==> config.mk <==
export PLATFORM = sky130hd
export DESIGN_NAME = state_space_euler_step
export DESIGN_NICKNAME = d
export VERILOG_FILES = /design/src/rtl/ses_pkg.sv /design/src/rtl/state_space_euler_step.sv /design/src/rtl/ses_cfg.sv /design/src/rtl/ses_mul.sv
export SDC_FILE = /design/constraint.sdc
export NUM_CORES = 2
export LEC_CHECK = 0
export ABC_AREA = 0
export BUFFER_PORTS_ARGS = -buffer_cell sky130_fd_sc_hd__buf_2
export CAP_MARGIN = 20
export CORE_MARGIN = 1
export CORE_UTILIZATION = 65
export DETAILED_ROUTE_END_ITERATION = 7
export PLACE_DENSITY_LB_ADDON = 0.08
export SETUP_SLACK_MARGIN = 0.05
export SKIP_LAST_GASP = 1
export SYNTH_ARGS = -nofsm -noshare
export SYNTH_HDL_FRONTEND = slang
export SYNTH_HIERARCHICAL = 1
export SYNTH_SLANG_ARGS = --single-unit
==> constraint.sdc <==
create_clock -name clk -period 42.1 [get_ports clk]
set_clock_uncertainty 0.1 [all_clocks]
set_input_delay 8.42 -clock clk [delete_from_list [all_inputs] [get_ports clk]]
set_output_delay 8.42 -clock clk [all_outputs]
set_load 0.02 [all_outputs]
==> src/rtl/ses_pkg.sv <==
`timescale 1ns / 1ps
`default_nettype none
// ----------------------------------------------------------------------------
// ses_pkg: shared types and constants of the state space Euler integrator
// Holds the payload structs, register indexes, reset values, sequencer step
// codes and the 34-bit saturation helper used by the integrator core.
// ----------------------------------------------------------------------------
package ses_pkg;

  // Widths of the datapath.
  localparam int DATA_W    = 32;
  localparam int DT_W      = 24;
  localparam int ACC_W     = 34;
  localparam int MUL_A_W   = 33;
  localparam int PROD_W    = 65;
  localparam int CFG_IDX_W = 3;
  localparam int STEP_W    = 4;

  // Configuration register indexes.
  localparam logic [CFG_IDX_W-1:0] REG_COEF_V_V     = 3'd0;
  localparam logic [CFG_IDX_W-1:0] REG_COEF_V_ANGLE = 3'd1;
  localparam logic [CFG_IDX_W-1:0] REG_COEF_W_V     = 3'd2;
  localparam logic [CFG_IDX_W-1:0] REG_COEF_W_ANGLE = 3'd3;
  localparam logic [CFG_IDX_W-1:0] REG_GAIN_V       = 3'd4;
  localparam logic [CFG_IDX_W-1:0] REG_GAIN_W       = 3'd5;
  localparam logic [CFG_IDX_W-1:0] REG_TIME_STEP    = 3'd6;

  // Register reset values.
  localparam logic signed [DATA_W-1:0] RST_COEF_V_V     = -32'sd567096;
  localparam logic signed [DATA_W-1:0] RST_COEF_V_ANGLE = -32'sd174442;
  localparam logic signed [DATA_W-1:0] RST_COEF_W_V     = 32'sd2077274;
  localparam logic signed [DATA_W-1:0] RST_COEF_W_ANGLE = 32'sd2991557;
  localparam logic signed [DATA_W-1:0] RST_GAIN_V       = 32'sd43999;
  localparam logic signed [DATA_W-1:0] RST_GAIN_W       = -32'sd161168;
  localparam logic [DT_W-1:0]          RST_TIME_STEP    = 24'd16777;

  // Sequencer steps: one multiplier issue per step.
  localparam logic [STEP_W-1:0] STEP_A11  = 4'd0;
  localparam logic [STEP_W-1:0] STEP_A12  = 4'd1;
  localparam logic [STEP_W-1:0] STEP_B1   = 4'd2;
  localparam logic [STEP_W-1:0] STEP_A31  = 4'd3;
  localparam logic [STEP_W-1:0] STEP_A32  = 4'd4;
  localparam logic [STEP_W-1:0] STEP_B3   = 4'd5;
  localparam logic [STEP_W-1:0] STEP_E1   = 4'd6;
  localparam logic [STEP_W-1:0] STEP_E0   = 4'd7;
  localparam logic [STEP_W-1:0] STEP_E3   = 4'd8;
  localparam logic [STEP_W-1:0] STEP_E2   = 4'd9;
  localparam logic [STEP_W-1:0] STEP_LAST = 4'd11;
  localparam logic [STEP_W-1:0] MUL_LAT   = 4'd2;

  typedef struct packed {
    logic                     req_type;
    logic signed [DATA_W-1:0] drive_position;
    logic signed [DATA_W-1:0] drive_rate;
  } in_item_t;

  typedef struct packed {
    logic signed [DATA_W-1:0] pos_out;
    logic signed [DATA_W-1:0] vel_out;
    logic signed [DATA_W-1:0] angle_out;
    logic signed [DATA_W-1:0] rate_out;
    logic                     updated;
    logic                     saturated;
  } out_item_t;

  typedef struct packed {
    logic signed [DATA_W-1:0] coef_v_v;
    logic signed [DATA_W-1:0] coef_v_angle;
    logic signed [DATA_W-1:0] coef_w_v;
    logic signed [DATA_W-1:0] coef_w_angle;
    logic signed [DATA_W-1:0] gain_v;
    logic signed [DATA_W-1:0] gain_w;
    logic [DT_W-1:0]          time_step;
  } cfg_regs_t;

  // Request to the shared multiplier: dt_mode selects Q0.24 rounding.
  typedef struct packed {
    logic signed [MUL_A_W-1:0] a;
    logic signed [DATA_W-1:0]  b;
    logic                      dt_mode;
  } mul_req_t;

  // A saturated 32-bit value and whether it clipped.
  typedef struct packed {
    logic signed [DATA_W-1:0] value;
    logic                     clip;
  } sat_val_t;

  // Saturate a 34-bit sum to 32 bits.
  function automatic sat_val_t sat_acc(input logic signed [ACC_W-1:0] v);
    sat_val_t r;
    if (v[ACC_W-1:DATA_W-1] == '0 || v[ACC_W-1:DATA_W-1] == '1) begin
      r.value = v[DATA_W-1:0];
      r.clip  = 1'b0;
    end else begin
      r.value = v[ACC_W-1] ? {1'b1, {(DATA_W-1){1'b0}}} : {1'b0, {(DATA_W-1){1'b1}}};
      r.clip  = 1'b1;
    end
    return r;
  endfunction

endpackage
`default_nettype wire

==> src/rtl/state_space_euler_step.sv <==
`timescale 1ns / 1ps
`default_nettype none
// ----------------------------------------------------------------------------
// state_space_euler_step: four-state forward Euler integrator
// Advances x' = A x + B u by one step per armed tick transaction, in Q16.16.
// ----------------------------------------------------------------------------
// Usage:
//   Input channel (in_valid / in_stall / in_data): one transaction per tick or
//   restart request. Result channel (out_valid / out_stall / out_data): one
//   transaction per input, carrying the four states after that input.
//   Configuration channel (cfg_valid / cfg_ready / cfg_index / cfg_data):
//   cfg_ready is always high; write only while the block is idle.
// Sequencing:
//   An integrating tick runs the issue and drain steps of the single shared
//   33x32 multiplier (six matrix products and four time step products,
//   two-stage pipeline), then the load state writes the output register.
//   A restart or arming tick goes from acceptance straight to the load state.
//   in_stall stays high until the result is loaded, so the next input waits.
// Reset:
//   States clear to zero, the block is disarmed and the registers take their
//   default coefficients. The first tick after reset or restart only arms.
// Stall:
//   A stalled result holds in the output register; the block still accepts one
//   more input and finishes its work, then waits until the register is free.
// ----------------------------------------------------------------------------
module state_space_euler_step (
  input  wire                              clk,
  input  wire                              rst_n,
  input  wire                              in_valid,
  output logic                             in_stall,
  input  ses_pkg::in_item_t                in_data,
  output logic                             out_valid,
  input  wire                              out_stall,
  output ses_pkg::out_item_t               out_data,
  input  wire                              cfg_valid,
  output logic                             cfg_ready,
  input  wire [ses_pkg::CFG_IDX_W-1:0]     cfg_index,
  input  wire [ses_pkg::DATA_W-1:0]        cfg_data
);
  import ses_pkg::*;

  typedef enum logic [1:0] {ST_IDLE, ST_BUSY, ST_DONE} state_t;

  state_t                   state_r;
  logic [STEP_W-1:0]        step_cnt_r;
  logic                     armed_r;
  logic                     upd_r;
  logic                     clip_r;
  logic signed [DATA_W-1:0] x_r [4];
  logic signed [DATA_W-1:0] u_r;
  logic signed [ACC_W-1:0]  acc1_r;
  logic signed [ACC_W-1:0]  acc3_r;
  logic                     out_valid_r;
  out_item_t                out_data_r;

  cfg_regs_t                regs;
  mul_req_t                 mul_req;
  sat_val_t                 mul_rsp;
  sat_val_t                 u_sat;
  sat_val_t                 dx1_sat;
  sat_val_t                 dx3_sat;
  sat_val_t                 euler_sat;
  logic [STEP_W-1:0]        res_step;
  logic [1:0]               tgt_idx;
  logic signed [ACC_W-1:0]  res_ext;
  logic                     clip_nxt;

  // Configuration registers.
  ses_cfg u_cfg (
    .clk      (clk),
    .rst_n    (rst_n),
    .wr_en    (cfg_valid),
    .wr_index (cfg_index),
    .wr_data  (cfg_data),
    .regs     (regs)
  );

  // Shared arithmetic unit.
  ses_mul u_mul (
    .clk   (clk),
    .rst_n (rst_n),
    .req   (mul_req),
    .rsp   (mul_rsp)
  );

  assign cfg_ready = 1'b1;
  assign in_stall  = (state_r != ST_IDLE);
  assign out_valid = out_valid_r;
  assign out_data  = out_data_r;

  // Drive sum and the saturated derivatives.
  always_comb begin
    u_sat   = sat_acc({{2{in_data.drive_position[DATA_W-1]}}, in_data.drive_position}
                    + {{2{in_data.drive_rate[DATA_W-1]}}, in_data.drive_rate});
    dx1_sat = sat_acc(acc1_r);
    dx3_sat = sat_acc(acc3_r);
  end

  // Multiplier issue, selected by the sequencer step.
  always_comb begin
    mul_req.a       = '0;
    mul_req.b       = '0;
    mul_req.dt_mode = 1'b0;
    unique case (step_cnt_r)
      STEP_A11: begin
        mul_req.a = {regs.coef_v_v[DATA_W-1], regs.coef_v_v};
        mul_req.b = x_r[1];
      end
      STEP_A12: begin
        mul_req.a = {regs.coef_v_angle[DATA_W-1], regs.coef_v_angle};
        mul_req.b = x_r[2];
      end
      STEP_B1: begin
        mul_req.a = {regs.gain_v[DATA_W-1], regs.gain_v};
        mul_req.b = u_r;
      end
      STEP_A31: begin
        mul_req.a = {regs.coef_w_v[DATA_W-1], regs.coef_w_v};
        mul_req.b = x_r[1];
      end
      STEP_A32: begin
        mul_req.a = {regs.coef_w_angle[DATA_W-1], regs.coef_w_angle};
        mul_req.b = x_r[2];
      end
      STEP_B3: begin
        mul_req.a = {regs.gain_w[DATA_W-1], regs.gain_w};
        mul_req.b = u_r;
      end
      STEP_E1: begin
        mul_req.a       = {{(MUL_A_W-DT_W){1'b0}}, regs.time_step};
        mul_req.b       = dx1_sat.value;
        mul_req.dt_mode = 1'b1;
      end
      STEP_E0: begin
        mul_req.a       = {{(MUL_A_W-DT_W){1'b0}}, regs.time_step};
        mul_req.b       = x_r[1];
        mul_req.dt_mode = 1'b1;
      end
      STEP_E3: begin
        mul_req.a       = {{(MUL_A_W-DT_W){1'b0}}, regs.time_step};
        mul_req.b       = dx3_sat.value;
        mul_req.dt_mode = 1'b1;
      end
      STEP_E2: begin
        mul_req.a       = {{(MUL_A_W-DT_W){1'b0}}, regs.time_step};
        mul_req.b       = x_r[3];
        mul_req.dt_mode = 1'b1;
      end
      default: begin
      end
    endcase
  end

  // Result side: which step the unit's output belongs to, and the Euler add.
  always_comb begin
    res_step = step_cnt_r - MUL_LAT;
    res_ext  = {{2{mul_rsp.value[DATA_W-1]}}, mul_rsp.value};
    unique case (res_step)
      STEP_E0: tgt_idx = 2'd0;
      STEP_E1: tgt_idx = 2'd1;
      STEP_E2: tgt_idx = 2'd2;
      default: tgt_idx = 2'd3;
    endcase
    euler_sat = sat_acc({{2{x_r[tgt_idx][DATA_W-1]}}, x_r[tgt_idx]} + res_ext);
  end

  // Clip flag collected over the whole step.
  always_comb begin
    clip_nxt = clip_r;
    if (step_cnt_r == STEP_E1) begin
      clip_nxt = clip_nxt | dx1_sat.clip;
    end
    if (step_cnt_r == STEP_E3) begin
      clip_nxt = clip_nxt | dx3_sat.clip;
    end
    if (step_cnt_r >= MUL_LAT) begin
      unique case (res_step)
        STEP_E0, STEP_E1, STEP_E2, STEP_E3: clip_nxt = clip_nxt | euler_sat.clip;
        default:                            clip_nxt = clip_nxt | mul_rsp.clip;
      endcase
    end
  end

  // Sequencer, state registers and output register.
  always_ff @(posedge clk) begin
    if (!rst_n) begin
      state_r     <= ST_IDLE;
      step_cnt_r  <= '0;
      armed_r     <= 1'b0;
      upd_r       <= 1'b0;
      clip_r      <= 1'b0;
      out_valid_r <= 1'b0;
      x_r[0]      <= '0;
      x_r[1]      <= '0;
      x_r[2]      <= '0;
      x_r[3]      <= '0;
    end else begin
      // The load state refills the output register itself.
      if (out_valid_r && !out_stall && state_r != ST_DONE) begin
        out_valid_r <= 1'b0;
      end
      unique case (state_r)
        ST_IDLE: begin
          if (in_valid) begin
            if (in_data.req_type) begin
              armed_r <= 1'b0;
              upd_r   <= 1'b0;
              clip_r  <= 1'b0;
              state_r <= ST_DONE;
            end else if (!armed_r) begin
              armed_r <= 1'b1;
              upd_r   <= 1'b0;
              clip_r  <= 1'b0;
              state_r <= ST_DONE;
            end else begin
              u_r        <= u_sat.value;
              clip_r     <= u_sat.clip;
              upd_r      <= 1'b1;
              step_cnt_r <= '0;
              state_r    <= ST_BUSY;
            end
          end
        end
        ST_BUSY: begin
          step_cnt_r <= step_cnt_r + 1'b1;
          clip_r     <= clip_nxt;
          if (step_cnt_r == STEP_LAST) begin
            state_r <= ST_DONE;
          end
          if (step_cnt_r >= MUL_LAT) begin
            unique case (res_step)
              STEP_A11:         acc1_r <= res_ext;
              STEP_A12, STEP_B1: acc1_r <= acc1_r + res_ext;
              STEP_A31:         acc3_r <= res_ext;
              STEP_A32, STEP_B3: acc3_r <= acc3_r + res_ext;
              STEP_E0, STEP_E1, STEP_E2, STEP_E3: x_r[tgt_idx] <= euler_sat.value;
              default: begin
              end
            endcase
          end
        end
        ST_DONE: begin
          if (!out_valid_r || !out_stall) begin
            out_data_r.pos_out   <= x_r[0];
            out_data_r.vel_out   <= x_r[1];
            out_data_r.angle_out <= x_r[2];
            out_data_r.rate_out  <= x_r[3];
            out_data_r.updated   <= upd_r;
            out_data_r.saturated <= clip_r;
            out_valid_r          <= 1'b1;
            state_r              <= ST_IDLE;
          end
        end
        default: begin
          state_r <= ST_IDLE;
        end
      endcase
    end
  end

  // The step counter never runs past the last drain step.
  a_step_range: assert property (@(posedge clk) disable iff (!rst_n)
    (state_r == ST_BUSY) |-> (step_cnt_r <= STEP_LAST))
    else $error("sequencer step out of range");

  // An armed tick always starts the integration sequence.
  a_tick_starts: assert property (@(posedge clk) disable iff (!rst_n)
    (in_valid && !in_stall && !in_data.req_type && armed_r) |=> (state_r == ST_BUSY))
    else $error("armed tick did not start integration");

  // Clipping is only possible on an integrating tick.
  a_clip_upd: assert property (@(posedge clk) disable iff (!rst_n)
    (out_valid && out_data.saturated) |-> out_data.updated)
    else $error("saturation reported without an update");

  // A new result only appears from the load state.
  a_out_from_done: assert property (@(posedge clk) disable iff (!rst_n)
    $rose(out_valid) |-> ($past(state_r) == ST_DONE))
    else $error("result shown outside the load state");

endmodule
`default_nettype wire

==> src/rtl/ses_cfg.sv <==
`timescale 1ns / 1ps
`default_nettype none
// ----------------------------------------------------------------------------
// ses_cfg: configuration register file
// Decodes register writes by index; writes past the last register are dropped.
// ----------------------------------------------------------------------------
module ses_cfg (
  input  wire                               clk,
  input  wire                               rst_n,
  input  wire                               wr_en,
  input  wire [ses_pkg::CFG_IDX_W-1:0]      wr_index,
  input  wire [ses_pkg::DATA_W-1:0]         wr_data,
  output ses_pkg::cfg_regs_t                regs
);
  import ses_pkg::*;

  cfg_regs_t regs_r;

  // Register writes, one per transaction.
  always_ff @(posedge clk) begin
    if (!rst_n) begin
      regs_r.coef_v_v     <= RST_COEF_V_V;
      regs_r.coef_v_angle <= RST_COEF_V_ANGLE;
      regs_r.coef_w_v     <= RST_COEF_W_V;
      regs_r.coef_w_angle <= RST_COEF_W_ANGLE;
      regs_r.gain_v       <= RST_GAIN_V;
      regs_r.gain_w       <= RST_GAIN_W;
      regs_r.time_step    <= RST_TIME_STEP;
    end else if (wr_en) begin
      unique case (wr_index)
        REG_COEF_V_V:     regs_r.coef_v_v     <= wr_data;
        REG_COEF_V_ANGLE: regs_r.coef_v_angle <= wr_data;
        REG_COEF_W_V:     regs_r.coef_w_v     <= wr_data;
        REG_COEF_W_ANGLE: regs_r.coef_w_angle <= wr_data;
        REG_GAIN_V:       regs_r.gain_v       <= wr_data;
        REG_GAIN_W:       regs_r.gain_w       <= wr_data;
        REG_TIME_STEP:    regs_r.time_step    <= wr_data[DT_W-1:0];
        default: begin
        end
      endcase
    end
  end

  assign regs = regs_r;

endmodule
`default_nettype wire

==> src/rtl/ses_mul.sv <==
`timescale 1ns / 1ps
`default_nettype none
// ----------------------------------------------------------------------------
// ses_mul: shared multiply, round and saturate unit
// Two-stage pipeline: a registered 33x32 signed product, then round half up
// by 2^16 (Q16.16 product) or 2^24 (time step product) and saturate to 32 bits.
// ----------------------------------------------------------------------------
module ses_mul (
  input  wire                  clk,
  input  wire                  rst_n,
  input  ses_pkg::mul_req_t    req,
  output ses_pkg::sat_val_t    rsp
);
  import ses_pkg::*;

  localparam int RND_W = PROD_W + 1;
  localparam logic signed [RND_W-1:0] RND_Q  = 66'sh8000;
  localparam logic signed [RND_W-1:0] RND_DT = 66'sh800000;

  logic signed [PROD_W-1:0] prod_r;
  logic                     mode_r;
  sat_val_t                 rsp_r;
  logic signed [RND_W-1:0]  rnd;
  logic signed [RND_W-1:0]  shifted;

  // Stage one: the product.
  always_ff @(posedge clk) begin
    prod_r <= $signed(req.a) * $signed(req.b);
  end

  always_ff @(posedge clk) begin
    if (!rst_n) begin
      mode_r <= 1'b0;
    end else begin
      mode_r <= req.dt_mode;
    end
  end

  // Stage two: round, shift and saturate.
  always_comb begin
    rnd     = $signed({prod_r[PROD_W-1], prod_r}) + (mode_r ? RND_DT : RND_Q);
    shifted = mode_r ? (rnd >>> DT_W) : (rnd >>> 16);
  end

  always_ff @(posedge clk) begin
    if (shifted[RND_W-1:DATA_W-1] == '0 || shifted[RND_W-1:DATA_W-1] == '1) begin
      rsp_r.value <= shifted[DATA_W-1:0];
      rsp_r.clip  <= 1'b0;
    end else begin
      rsp_r.value <= shifted[RND_W-1] ? {1'b1, {(DATA_W-1){1'b0}}}
                                      : {1'b0, {(DATA_W-1){1'b1}}};
      rsp_r.clip  <= 1'b1;
    end
  end

  assign rsp = rsp_r;

  // A time step product is always in range, so it never reports a clip.
  a_dt_no_clip: assert property (@(posedge clk) disable iff (!rst_n)
    mode_r |=> !rsp.clip)
    else $error("time step product reported a clip");

endmodule
`default_nettype wire

======== Word-level counts from Yosys, hierarchy flattened ========
Memories as Yosys holds them, arrays and structs flattened. A register that Yosys moved wholly into a read port is not among the register bits.
Cells that the tools add are included.
cells by class
  multiplexer cells ....................... 50
  magnitude comparators ................... 1
  eq/ne operators ......................... 38
  $add $sub $neg .......................... 7
  reductions and logical operators ........ 43
  bitwise logic cells ..................... 5
  multipliers ............................. 1
operators by type and width
  cell                                                             count
  65-bit one-hot mux with 10 select lines                          1
  32-bit two-way mux                                               6
  33-bit two-way mux                                               5
  34-bit one-hot mux with 2 select lines                           2
  34-bit by 32-bit adder with 34-bit output                        2
  32-bit by 32-bit adder with 33-bit output                        2
  65-bit by 25-bit adder with 66-bit output                        1
  33-bit by 32-bit multiplier with 65-bit output                   1
  49-bit two-way mux                                               1
  35-bit == test, second input constant                            1
  35-bit logical NOT                                               1
  4-bit by 3-bit == test with 1-bit output, second input constant  8
  32-bit OR reduction                                              1
  24-bit two-way mux                                               1
  3-bit == test, second input constant                             7
  1-bit two-way mux                                                21
  4-bit == test, second input constant                             5
  2-bit AND reduction                                              9
  4-bit by 2-bit == test with 1-bit output, second input constant  4
  3-bit logical NOT                                                5
  2-bit two-way mux                                                6
  4-bit two-way mux                                                3
  2-bit != test, second input constant                             6
  2-bit one-hot mux with 3 select lines                            2
  other kinds (23)                                                 44
word-level totals
  bits in registers ....................... 523
  memories ................................ 1
  bits in writable memories ............... 128
  word-level logic and storage cells ...... 171
memory list
  name  depth  width  rd ports  clocked after memory_dff  wr ports  RTL line                      source
  x_r   4      32     5         1                         4         state_space_euler_step.sv:49  logic signed [DATA_W-1:0] x_r [4];

======== Logic depth before layout (Yosys ltp) ========
An unclocked memory read counts as a cell.
  word-level depth ........................ 12
  depth in mapped cells ................... 38

======== By module ========
The synthesis kept the hierarchy.
by module, submodules not included
  module                  cells each  area an instance (µm²)  times used
  ses_mul                 4352        40737.8                 1
  state_space_euler_step  2275        23070.9                 1
  ses_cfg                 784         8295.5                  1

======== Least setup slack after synthesis ========
Ideal clock, no wire load.
  path kind ............................... in2reg
  start point ............................. input port rst_n
  end point ............................... register out_data_r (netlist bit out_data[0]), enable pin
  stages .................................. 3
  required time ........................... 41.195 ns
  data arrival time ....................... 18.308 ns
  setup slack ............................. 22.887 ns
  cells stage by stage .................... clkbuf_1 > inv_1 > nor3b_1
between the ends
  word-level cells in the longest chain between the ends .. 1
RTL lines
  element                        RTL line                      source
  start: declaration             state_space_euler_step.sv:28  input wire rst_n,
  3-bit AND reduction (no line)  -
  end: declaration               state_space_euler_step.sv:54  out_item_t out_data_r;
No other way between the ends.
A chain may end at the register's enable or synchronous reset.

==> reports/results.ini <==
[critical_path]
path_cells=buf_2 -> ha_1 -> a211oi_1 -> o211ai_1 -> a221oi_1 -> nor3_1 -> o31ai_2 -> o221ai_2 -> xnor2_4 -> nor2_2 -> o21ai_0
max_stage_delay_ns=0.69
crit_buf_inv=1
endpoint_kind=flip-flop
start_kind=input port
cp_data_required_time_ns=42.32
cp_top_family=compound AO/OA/AOI/OAI gates
arrival_ns=11.77
crit_fanout=26
critPathKind=input port to flip-flop
critPathSlowestCell=nor2_2

[clock_network]
cts_tree=built
clk_path_buf_depth=3
cts_hold_buf=0
numCtsBuffers=68
htree_levels=3
clk_latency_ns=0.64
ctsResizeCount=0
cts_setup_buffers=0
cts_root_buf=clkbuf_16
clkSinkCount=668
clk_pin_slew_ns=0.06

[floorplan]
rows=121
dieArea_um2=112300
boundaryPins=238
die_x_um=335.1
start_util=0.6587
die_h_um=335.1
core_area_um2=109500

[layout]
multiInputGateArea_um2=49600
drive_above_1_share=0.07162
fill_cells=8461
layout.area.seq_um2=16960
area_growth_pct=6.662
fin_util=0.7026
layout.nets=8959

[sta]
fin_setup_tns_ns=0
max_slew_margin=0.2693
period_needed_ns=11.55
hold_viol=0
slew_violations=0
setup_viol_count_final=0
finalCritPeriodShare=0.2742
tightest_slew_ns=1.096
fmax_ghz=0.08661
rsz0062_at_grt=false

[global_route]
grt_pass1_vias=56680
grtUsageMet3=0.06918
busiest_layer=met2
met2_usage=0.6158
grt_use_met1=0.4979
grt_pass1_wl_um=324500
grt_usage=0.3775
globalRoute.totalOverflow=0
grt_max_degree=128
antenna_found_initial=14

[synthesis]
ys_types=107
synth_sequential_area_ratio=0.2352
ys_ff_latch=668
yosysWarnings=6
avgSynthCellArea_um2=9.729
syn_area_um2=72100
synth_fp_nets=8951
synth_ff_type=edfxtp_1
synth_cells=7411
async_reset_ff_frac=0
synth_edf_count=358

[route]
viasPerCell=6.153
ant_nets=0
wirelength_um=207800
drcViolationCount=0
post_drt_wl_per_cell_um=23.20
vias=55100
drtIter0Drc=4736
dr.pass1.iters=6

[run]
cap_violations=0

[worst_hold_path]
min_path_type=flip-flop to flip-flop

[status]
outcome=completed

[placement]
hpwl_um=152200
port_buffers=236
gp_congestion=1.020

per-stage QoR:
step	hold slack [ns]	setup WS, ns	std cells	cell area, um^2
2_1_floorplan	0.3076	22.89	7411	72100
3_3_place_gp	0.3295	30.06	8820	74430
3_5_place_dp	0.3352	30.02	8821	74460
4_1_cts	0.3528	30.62	8942	76810
5_1_grt	0.3563	30.41	8950	76900
6_report	0.3575	30.55	8955	76910
cells in the final DEF (no fill, tap or decap), drive strengths merged, types with 17 or more instances in the layout:
cell type	netlist	layout
a211oi	41	41
fa	1115	1115
nor2	265	265
clkbuf	351	91
a22oi	187	187
and3	39	39
dfxtp	310	310
and2	546	546
o211ai	29	29
nor3	56	56
nor2b	155	155
xnor2	125	125
xor2	80	80
nand3	75	75
nand2	895	895
edfxtp	358	358
o21bai	21	21
mux2	17	17
inv	1067	1072
a21o	95	95
nand4	90	90
ha	320	320
o21ai	296	296
buf	62	351
nand2b	40	40
a31oi	27	27
mux2i	280	280
a21oi	201	201
o21a	26	26
Yosys cell counts (187+ instances only):
master	n	area, um^2
fa_1	1115	22320
inv_1	1067	4005
nand2_1	894	3356
and2_1	542	3391
edfxtp_1	358	10750
clkbuf_1	350	1314
ha_1	320	4004
dfxtp_1	310	6206
mux2i_1	280	2803
o21ai_0	272	1361
nor2_1	263	987.2
a21oi_1	200	1001
a22oi_1	187	1404
layer usage:
layer | vias up | wire (um) | share of wire
li1 | 24010 | - | -
met1 | 27760 | 79500 | 0.38
met2 | 2726 | 98860 | 0.48
met3 | 592 | 19430 | 0.094
met4 | 8 | 9924 | 0.048
met5 | - | 53 | 0.00026
area by class of cell:
type / instances / area share
inverters: 1068 / 0.05213
multi-input cells: 5262 / 0.6450
clock inverters: 30 / 0.006166
clock buffers: 91 / 0.02445
repair buffers: 351 / 0.02751
flip-flops and latches: 668 / 0.2205
diodes: 9 / 0.0002928
well taps: 1476 / 0.02401
flip-flops by register name, summed over array words and instances (netlist names), 2 cells and up:
name,count
u_cfg/regs,216
out_data,130
x_r,128
u_mul/prod_r,50
acc1_r,34
acc3_r,34
u_mul/rsp,33
u_r,32
step_cnt_r,4
state_r,2
worst register-to-register path, delay by kind of cell (launching register included):
kind,cells,cell delay [ns]
buffers and inverters,8,1.67
adders and majority gates,10,5.34
AOI/OAI and AO/OA,6,1.67
DFF,1,0.35
and+or+nand+nor,6,1.91
final timing paths:
path	start	end	slack, ns	cells past startpoint
setup / recovery	in_data[1]	u_r[29]	30.55	11
setup reg to reg	step_cnt_r[1]	u_mul/prod_r[64]	30.91	30
hold reg to reg	x_r[0][7]	out_data[105]	0.36	0
hold / removal	x_r[0][7]	out_data[105]	0.36	0
cells by family (layout without fill, tap and decap cells):
kind of cell,after synthesis,after routing,share of synthesized area
other,1,10,0.00005201
and+or+nand+nor,2264,2264,0.1575
DFF,668,668,0.2352
muxes,297,297,0.04205
AOI/OAI and AO/OA,1055,1055,0.09520
buffers and inverters,1481,1540,0.07897
xor gates and xnor gates,205,205,0.02527
adders and majority gates,1440,1440,0.3658
Power is not shown: default switching activity piles up to over one toggle a cycle in this logic, so the estimate is an artifact.
